**config.mk**
```make
export PLATFORM = sky130hd
export DESIGN_NAME = arpc_cell
export DESIGN_NICKNAME = d
export VERILOG_FILES = /design/src/hw/rtl/arp_cache_lookup_replace_top_defines.svh /design/src/hw/rtl/arpc_pkg.sv /design/src/hw/rtl/arpc_cell.sv
export SDC_FILE = /design/constraint.sdc
export NUM_CORES = 1
export LEC_CHECK = 0
export ABC_AREA = 0
export CAP_MARGIN = 20
export CORE_AREA = 2 2 211 213
export CTS_BUF_LIST = sky130_fd_sc_hd__clkbuf_16
export CTS_CLUSTER_SIZE = 40
export DETAILED_ROUTE_END_ITERATION = 6
export DIE_AREA = 0 0 213 215
export DONT_BUFFER_PORTS = 1
export PLACE_DENSITY_LB_ADDON = 0.2
export SYNTH_ARGS = -nofsm -noshare
export SYNTH_HDL_FRONTEND = slang
export SYNTH_SLANG_ARGS = --single-unit
```
**constraint.sdc**
```tcl
create_clock -name clk -period 5.9 [get_ports clk]
set_input_delay 1.18 -clock clk [delete_from_list [all_inputs] [get_ports clk]]
set_output_delay 1.18 -clock clk [all_outputs]
set_load 0.05 [all_outputs]
```
**src/hw/rtl/arp_cache_lookup_replace_top_defines.svh**
```systemverilog
// Assertion macros shared by the address-resolution cache RTL.
`ifndef ARP_CACHE_LOOKUP_REPLACE_TOP_DEFINES_SVH
`define ARP_CACHE_LOOKUP_REPLACE_TOP_DEFINES_SVH

// Condition a implies condition b in the same cycle.
`define ARPC_ASSERT_IMPLY(label, clk, rst, a, b) \
  label: assert property (@(posedge clk) disable iff (rst) (a) |-> (b)) \
    else $error("arpc same-cycle check failed");

// Condition a implies condition b in the following cycle.
`define ARPC_ASSERT_NEXT(label, clk, rst, a, b) \
  label: assert property (@(posedge clk) disable iff (rst) (a) |=> (b)) \
    else $error("arpc next-cycle check failed");

`endif

```
**src/hw/rtl/arpc_pkg.sv**
```systemverilog
// Types and constants shared by the address-resolution cache modules.
package arpc_pkg;

  localparam int ARPC_TABLE_ENTRIES_DEF = 16;
  localparam int DEV_W  = 4;
  localparam int IP_W   = 32;
  localparam int MAC_W  = 48;
  localparam int TIME_W = 32;
  localparam int OSLOT_W = 4;

  typedef enum logic [2:0] {
    OUT_HIT      = 3'd0,
    OUT_MISS     = 3'd1,
    OUT_UPDATED  = 3'd2,
    OUT_FILLED   = 3'd3,
    OUT_REPLACED = 3'd4
  } outcome_t;

  typedef enum logic {
    ST_IDLE,
    ST_SWEEP
  } st_t;

  // Key broadcast to every cell during a sweep.
  typedef struct packed {
    logic [DEV_W-1:0] device;
    logic [IP_W-1:0]  ip;
  } query_t;

  // Running search state handed from cell to cell.
  typedef struct packed {
    logic              match_found;
    logic [MAC_W-1:0]  match_mac;
    logic              free_found;
    logic [MAC_W-1:0]  free_mac;
    logic [TIME_W-1:0] oldest_time;
    logic [MAC_W-1:0]  oldest_mac;
  } acc_t;

  // Write command broadcast to the cells; the slot travels beside it.
  typedef struct packed {
    logic              en;
    logic              set_tag;
    logic [DEV_W-1:0]  device;
    logic [IP_W-1:0]   ip;
    logic [TIME_W-1:0] stamp;
    logic              mac_en;
    logic [MAC_W-1:0]  mac;
  } wr_t;

endpackage

```
**src/hw/rtl/arpc_cell.sv**
```systemverilog
// One table slot: holds an entry and folds it into the search state passed down the row.
module arpc_cell import arpc_pkg::*; #(
  parameter int IDX    = 0,
  parameter int SLOT_W = 4
) (
  input  logic              clk,
  input  logic              rst,
  input  query_t            query,
  input  wr_t               wr,
  input  logic [SLOT_W-1:0] wr_slot,
  input  acc_t              acc_in,
  input  logic [SLOT_W-1:0] match_slot_in,
  input  logic [SLOT_W-1:0] free_slot_in,
  input  logic [SLOT_W-1:0] oldest_slot_in,
  output acc_t              acc_out,
  output logic [SLOT_W-1:0] match_slot_out,
  output logic [SLOT_W-1:0] free_slot_out,
  output logic [SLOT_W-1:0] oldest_slot_out
);

  localparam logic [SLOT_W-1:0] MY_SLOT = SLOT_W'(IDX);

  logic              valid;
  logic [DEV_W-1:0]  device;
  logic [IP_W-1:0]   ip;
  logic [MAC_W-1:0]  mac;
  logic [TIME_W-1:0] last_use;

  logic              hit_here;
  logic              take_free;
  logic              take_oldest;
  logic              wr_here;
  acc_t              acc_next;
  logic [SLOT_W-1:0] match_slot_next;
  logic [SLOT_W-1:0] free_slot_next;
  logic [SLOT_W-1:0] oldest_slot_next;

  assign wr_here = wr.en && (wr_slot == MY_SLOT);

  always_ff @(posedge clk) begin
    if (rst) begin
      valid <= 1'b0;
    end else if (wr_here && wr.set_tag) begin
      valid <= 1'b1;
    end
  end

  always_ff @(posedge clk) begin
    if (wr_here) begin
      last_use <= wr.stamp;
      if (wr.set_tag) begin
        device <= wr.device;
        ip     <= wr.ip;
      end
      if (wr.mac_en) begin
        mac <= wr.mac;
      end
    end
  end

  // Earlier slots win matches and free slots; the first cell always seeds the oldest.
  always_comb begin
    hit_here    = valid && (device == query.device) && (ip == query.ip);
    take_free   = !valid && !acc_in.free_found;
    take_oldest = (IDX == 0) || (last_use < acc_in.oldest_time);

    acc_next         = acc_in;
    match_slot_next  = match_slot_in;
    free_slot_next   = free_slot_in;
    oldest_slot_next = oldest_slot_in;

    if (hit_here && !acc_in.match_found) begin
      acc_next.match_found = 1'b1;
      acc_next.match_mac   = mac;
      match_slot_next      = MY_SLOT;
    end
    if (take_free) begin
      acc_next.free_found = 1'b1;
      acc_next.free_mac   = mac;
      free_slot_next      = MY_SLOT;
    end
    if (take_oldest) begin
      acc_next.oldest_time = last_use;
      acc_next.oldest_mac  = mac;
      oldest_slot_next     = MY_SLOT;
    end
  end

  always_ff @(posedge clk) begin
    acc_out         <= acc_next;
    match_slot_out  <= match_slot_next;
    free_slot_out   <= free_slot_next;
    oldest_slot_out <= oldest_slot_next;
  end

endmodule

```
==> results of run 1 <==
-- cells by family after synthesis --
family	after synthesis	share of synthesized area
DFF	303	0.795
muxes	96	0.137
xor gates and xnor gates	36	0.0347
and+or+nand+nor	30	0.0211
buffers and inverters	14	0.0116
other	1	0.000412
-- power by group through the flow --
| stage | logic (µW) | registers, µW | clock network (µW) |
|---|---|---|---|
| after CTS | 90.5 | 2440 | 2240 |
| after floorplan | 77.1 | 2460 | 0 |
| after detailed placement | 90.3 | 2480 | 0 |
| after global placement | 87.9 | 2480 | 0 |
| final | 88.3 | 2430 | 2150 |
| after global routing | 95.4 | 2440 | 2310 |
-- layout make-up --
type / instances / area (µm²)
diodes: 3 / 7.51
flip-flops and latches: 303 / 7230
multi-input cells: 166 / 1790
fillers: 4429 / 32700
well taps: 592 / 741
clock inverters: 25 / 203
clock buffers: 38 / 951
repair buffers: 4 / 30.0
-- routing by layer --
metal,wire (µm),GRT usage,up-vias,share of wire
li1,-,-,1764,-
met1,7200,0.0843,1909,0.31
met2,11700,0.172,308,0.51
met3,3360,0.0649,66,0.15
met4,778,0.0466,10,0.034
met5,73,0,-,0.0032
-- per-stage QoR --
| stage | cell area, µm² | hold WS [ns] | setup slack (ns) |
|---|---|---|---|
| global placement | 9790 | 0.326 | 1.96 |
| floorplan | 9100 | 0.323 | 2.74 |
| CTS | 10900 | 0.337 | 2.56 |
| global route | 11000 | 0.348 | 2.49 |
| finish | 11000 | 0.337 | 2.59 |
| detailed placement | 9790 | 0.330 | 1.98 |
-- flip-flops by register name, summed over array words and instances, names as in the netlist --
| register | cells |
|---|---|
| last_use | 32 |
| acc_out | 178 |
| match_slot_out | 4 |
| device | 4 |
| mac | 48 |
| valid | 1 |
| free_slot_out | 4 |
| ip | 32 |
-- cells in the final DEF, fill, tap and decap left out, types with 3 or more instances in the layout --
cell	count
dfxtp_1	187
edfxtp_1	116
mux2_2	51
mux2_4	45
clkbuf_16	38
xnor2_1	35
nand4_1	8
inv_1	8
clkinv_2	6
and2_1	5
nor2b_1	4
conb_1	4
buf_4	4
diode_2	3
nor4_1	3
bufinv_16	3
clkinv_1	3
-- worst max-delay path by stage --
stage | from | slack, ns | cells past startpoint | to
6_report | query[9] | 2.59 | 6 | acc_out[171]$_DFF_P_
5_1_grt | query[21] | 2.49 | 6 | acc_out[171]$_DFF_P_
4_1_cts | query[9] | 2.56 | 6 | acc_out[171]$_DFF_P_
3_5_place_dp | query[9] | 1.98 | 6 | acc_out[171]$_DFF_P_
3_3_place_gp | query[9] | 1.96 | 6 | acc_out[171]$_DFF_P_
2_1_floorplan | wr_slot[1] | 2.74 | 2 | mac[0]$_DFFE_PP_
==> out/metrics.yaml, run 1 <==
p_int_uw: 3580
status: "completed"
num-nets-final: 861
total_power_uw: 4670
syn_avg_cell_area_um2: 18.9
final_hold_viol_count: 0
synth_top_cell_by_area: "dfxtp_1"
async_flop_share: 0
overflow: 0
syn2layout_area_growth_pct: 20.4
synth_commonest_cells: "dfxtp_1 (187), edfxtp_1 (116), mux2_2 (51)"
synth_area_um2: 9090
initial_core_util: 0.208
cts_hold_buf: 0
dieArea_um2: 45800
antenna_found_initial: 10
cellPowerDensity_nw_per_um2: 427
slowest_delay_ns: 0.61
drive_gt1_frac: 0.291
crit_path_end_kind: "flop"
wire_per_inst_um: 20.5
viasPerCell: 3.59
min_path_type: "flop to flop"
p_leak_uw: 0.00401
num_rows: 77
synth_cell_types: 20
yosysMostFrequentCell: "dfxtp_1"
yosys_warnings: 0
fin_crit_ns: 3.31
track_usage: 0.0979
r2r_setup_slack_ns: 2.85
path_cells: "xnor2_1 -> nand4_1 -> nor4_1 -> nand3_4 -> buf_4 -> mux2_4"
die_w_um: 213
crit_path_start_kind: "primary input"
fin_skew_ns: 0.0154
final_antenna_net_count: 0
timing.rr.start: "ip[26]$_DFFE_PP_"
cap_violations: 0
coreArea_um2: 43600
synthCells: 480
p_clk_frac: 0.461
routed_wl_um: 23200
ys_seq_area_frac: 0.795
die_height_um: 215
maxSlewViolCount: 0
holdPathStages: 0
utilization: 0.251
path_clk_slew_ns: 0.06
port_buffers: 0
worstHoldStart: "last_use[9]$_DFFE_PP_"
slew_headroom: 0.299
grt_max_degree: 49
fmax_mhz: 302
fin_tns_setup_ns: 0
cp_num_buf_inv: 1
cts-root-buf: "clkbuf_16"
top_level_ports: 541
clk_latency_ns: 0.53
holdPathEnd: "acc_out[57]$_DFF_P_"
worstPathArrival_ns: 3.71
yosys-top-cells-area: "dfxtp_1 (41%), edfxtp_1 (38%), mux2_4 (7.4%), mux2_2 (6.3%), xnor2_1 (3.4%)"
synth_flop_cell: "dfxtp_1"
synth_top_area_share: 0.412
grt_pass1_vias: 4626
ir_drop_mv: 0.238
clk_path_buf_depth: 3
cts_made_buffers: 35
cts_setup_buffers: 0
dr.pass1.iters: 4
dr_total_vias: 4057
worst_path_max_delay_cell: "nor4_1"
cts-resized-gates: 0
finalSetupViolations: 0
rsz0062_at_grt: "false"
route.detailed.drc: 0
hpwl_um: 16700
dp_cells: 1065
grt_pass1_wl_um: 32000
netSwitchingPower_uw: 1090
yosys_register_bits: 303
place_congestion: 0.725
cp.required_ns: 6.31
worstSetupPathType: "primary input to flop"
p_seq_frac: 0.520
period_share: 0.561
swShare: 0.234
reg2reg_to: "acc_out[171]$_DFF_P_"
drt-initial-drc-count: 173
worstMarginPinSlew_ns: 1.05
clkSinkCount: 303
cp_top_family: "simple AND/OR/NAND/NOR gates"
pwr-share-comb: 0.019
fin_cells: 1131
synth_edf_count: 116
cts_tree: "built"
rr_worst_depth: 6
crit_fanout: 27
cts-htree-levels: 2
No activity file was read; power rests on OpenSTA's default activity.
==> inputs of run 2 (changes only) <==
==> constraint.sdc (replaced) <==
create_clock -name clk -period 2.75 [get_ports clk]
set_input_delay 0.55 -clock clk [delete_from_list [all_inputs] [get_ports clk]]
set_output_delay 0.55 -clock clk [all_outputs]
set_load 0.05 [all_outputs]
==> run 2 against run 1 <==
Net effect:
- clock skew fell by 0.0012 ns
- non-clock buffer count is 6 higher
- clock power rose by 100%
- die area unchanged
- sequential share of layout area fell by 0.31 points
- flip-flop and latch count stayed put
- critical path type is now flop to flop
- highest routed layer unchanged
==> out/metrics.yaml, run 2 (synthesis gave the netlist of run 1 again) <==
antenna_found_initial: 11  # +1
dr.pass1.iters: 4  # unchanged
cp.required_ns: 3.15  # -3.16 ns
fin_cells: 1142  # +0.97%
grt_pass1_vias: 4558  # -1.5%
cap_violations: 0  # unchanged
worstPathArrival_ns: 2.54  # -1.17 ns
largest_reg_flops: 178  # unchanged
cts_tree: "built"
final_antenna_net_count: 0  # unchanged
num_rows: 77  # unchanged
wire_per_inst_um: 20.3  # -0.90%
crit_path_end_kind: "flop"
holdWs_ns: 0.0916  # -0.245 ns
dp_slack_ns: 0.400  # -1.58 ns
worstSetupPathType: "flop to flop"
cts_made_buffers: 36  # +2.9%
die_height_um: 215  # unchanged
dp_cells: 1071  # +0.56%
status: "completed"
slew_headroom: 0.595  # +0.296
fin_skew_ns: 0.0142  # -0.00116 ns
maxSlewViolCount: 0  # unchanged
cts-resized-gates: 0  # unchanged
place_congestion: 0.730  # +0.72%
clk_path_buf_depth: 3  # unchanged
r2r_setup_slack_ns: 0.62  # -2.23 ns
worstMarginPinSlew_ns: 0.606  # -0.443 ns
netSwitchingPower_uw: 2340  # +110%
syn2layout_area_growth_pct: 21.0
num-fill-cells: 4423  # -0.14%
dieArea_um2: 45800  # unchanged
coreArea_um2: 43600  # unchanged
swShare: 0.238  # +0.00374
routed_wl_um: 23200  # about the same
overflow: 0  # unchanged
hpwl_um: 17300  # +3.5%
worst_slack_ns: 0.619  # -1.97 ns
cp_top_family: "simple AND/OR/NAND/NOR gates"
path_clk_slew_ns: 0.05  # about the same
p_seq_frac: 0.532  # +0.012
fin_crit_ns: 2.13
grt_pass1_wl_um: 31900  # -0.13%
crit_fanout: 26  # -3.7%
p_leak_uw: 0.00404  # +0.66%
cp_common_cell: "buf_4"
fin_tns_setup_ns: 0  # unchanged
min_path_type: "primary input to flop"
finalSetupViolations: 0  # unchanged
route.detailed.drc: 0  # unchanged
drt-initial-drc-count: 153  # -12%
rsz0062_at_grt: "false"
pwr-share-comb: 0.020  # about the same
slowest_delay_ns: 0.39  # -0.22 ns
viasPerCell: 3.59  # about the same
cp_num_buf_inv: 2  # +1
cts_setup_buffers: 0  # unchanged
ir_drop_mv: 0.452  # +90%
path_cells: "xnor2_1 -> nand4_1 -> nor4_1 -> buf_4 -> nand3_4 -> buf_4 -> mux2_4"
crit_path_start_kind: "flop"
grt_max_degree: 38  # -22%
drive_gt1_frac: 0.295  # +0.00437
port_buffers: 0  # unchanged
cts-root-buf: "clkbuf_16"
mostFrequentLayoutCells: "dfxtp_1 (187), edfxtp_1 (116), mux2_2 (51)"
worst_path_max_delay_cell: "edfxtp_1"
dr_total_vias: 4095  # +0.94%
layout_commonest_cell: "dfxtp_1"
p_clk_frac: 0.448  # -0.013
clkSinkCount: 303  # unchanged
cts_hold_buf: 0  # unchanged
largest-register: "acc_out"
num-nets-final: 868  # +0.81%
die_w_um: 213  # unchanged
final_hold_viol_count: 0  # unchanged
track_usage: 0.0980  # about the same
total_power_uw: 9820  # +110%
cellPowerDensity_nw_per_um2: 892  # +110%
period_share: 0.775
p_int_uw: 7480  # +110%
fmax_mhz: 469
cts-htree-levels: 2  # unchanged
top_level_ports: 541  # unchanged
initial_core_util: 0.208  # unchanged
reg.largest.list: "acc_out x178, mac x48"
clk_latency_ns: 0.53  # about the same
## run 2: changes by cell type in the layout (fill, tap and decap cells not counted), sizes merged
cell	before	now
buf	4	10
bufinv	3	0
clkbuf	38	39
clkinv	11	15
clkinvlp	2	1
diode	3	5
inv	9	11
## run 2: layout make-up
class | instances | area (µm²) | area share
Sequential cell | 303 | 7230 | 0.657
Multi-Input combinational cell | 166 | 1790 | 0.163
Clock buffer | 39 | 976 | 0.0887
Tap cell | 592 | 741 | 0.0673
Clock inverter | 27 | 141 | 0.0129
Timing Repair Buffer | 10 | 113 | 0.0102
Antenna cell | 5 | 12.5 | 0.00114
## run 2: per-stage QoR
step	cell area (µm²)	utilization
after CTS	11000	0.252
after global routing	11000	0.252
final	11000	0.252
after global placement	9870	0.226
after detailed placement	9870	0.226
after floorplan	9100	-
## run 2: power groups by stage
stage	registers (µW)	logic (µW)	clock network (µW)
after detailed placement	5320	202	0
after floorplan	5280	165	0
final	5220	197	4400
after global placement	5320	196	0
after CTS	5220	203	4590
after global routing	5230	212	4780
## run 2: final timing paths
| kind | cells past startpoint | endpoint | from |
|---|---|---|---|
| setup / recovery | 7 | acc_out[160]$_DFF_P_ | ip[0]$_DFFE_PP_ |
| hold / removal | 1 | valid$_SDFFE_PP0P_ | rst |
| setup reg to reg | 7 | acc_out[160]$_DFF_P_ | ip[0]$_DFFE_PP_ |
| hold reg to reg | 0 | acc_out[78]$_DFF_P_ | last_use[30]$_DFFE_PP_ |
## run 2: routing by layer
| layer | wire length [µm] | track usage | part of all wire | vias up |
|---|---|---|---|---|
| met1 | 7620 | 0.0891 | 0.33 | 1939 |
| met4 | 717 | 0.0415 | 0.031 | 10 |
| met5 | 71 | 0 | 0.0031 | - |
| met3 | 3110 | 0.0643 | 0.13 | 61 |
| li1 | - | - | - | 1785 |
| met2 | 11700 | 0.170 | 0.50 | 300 |
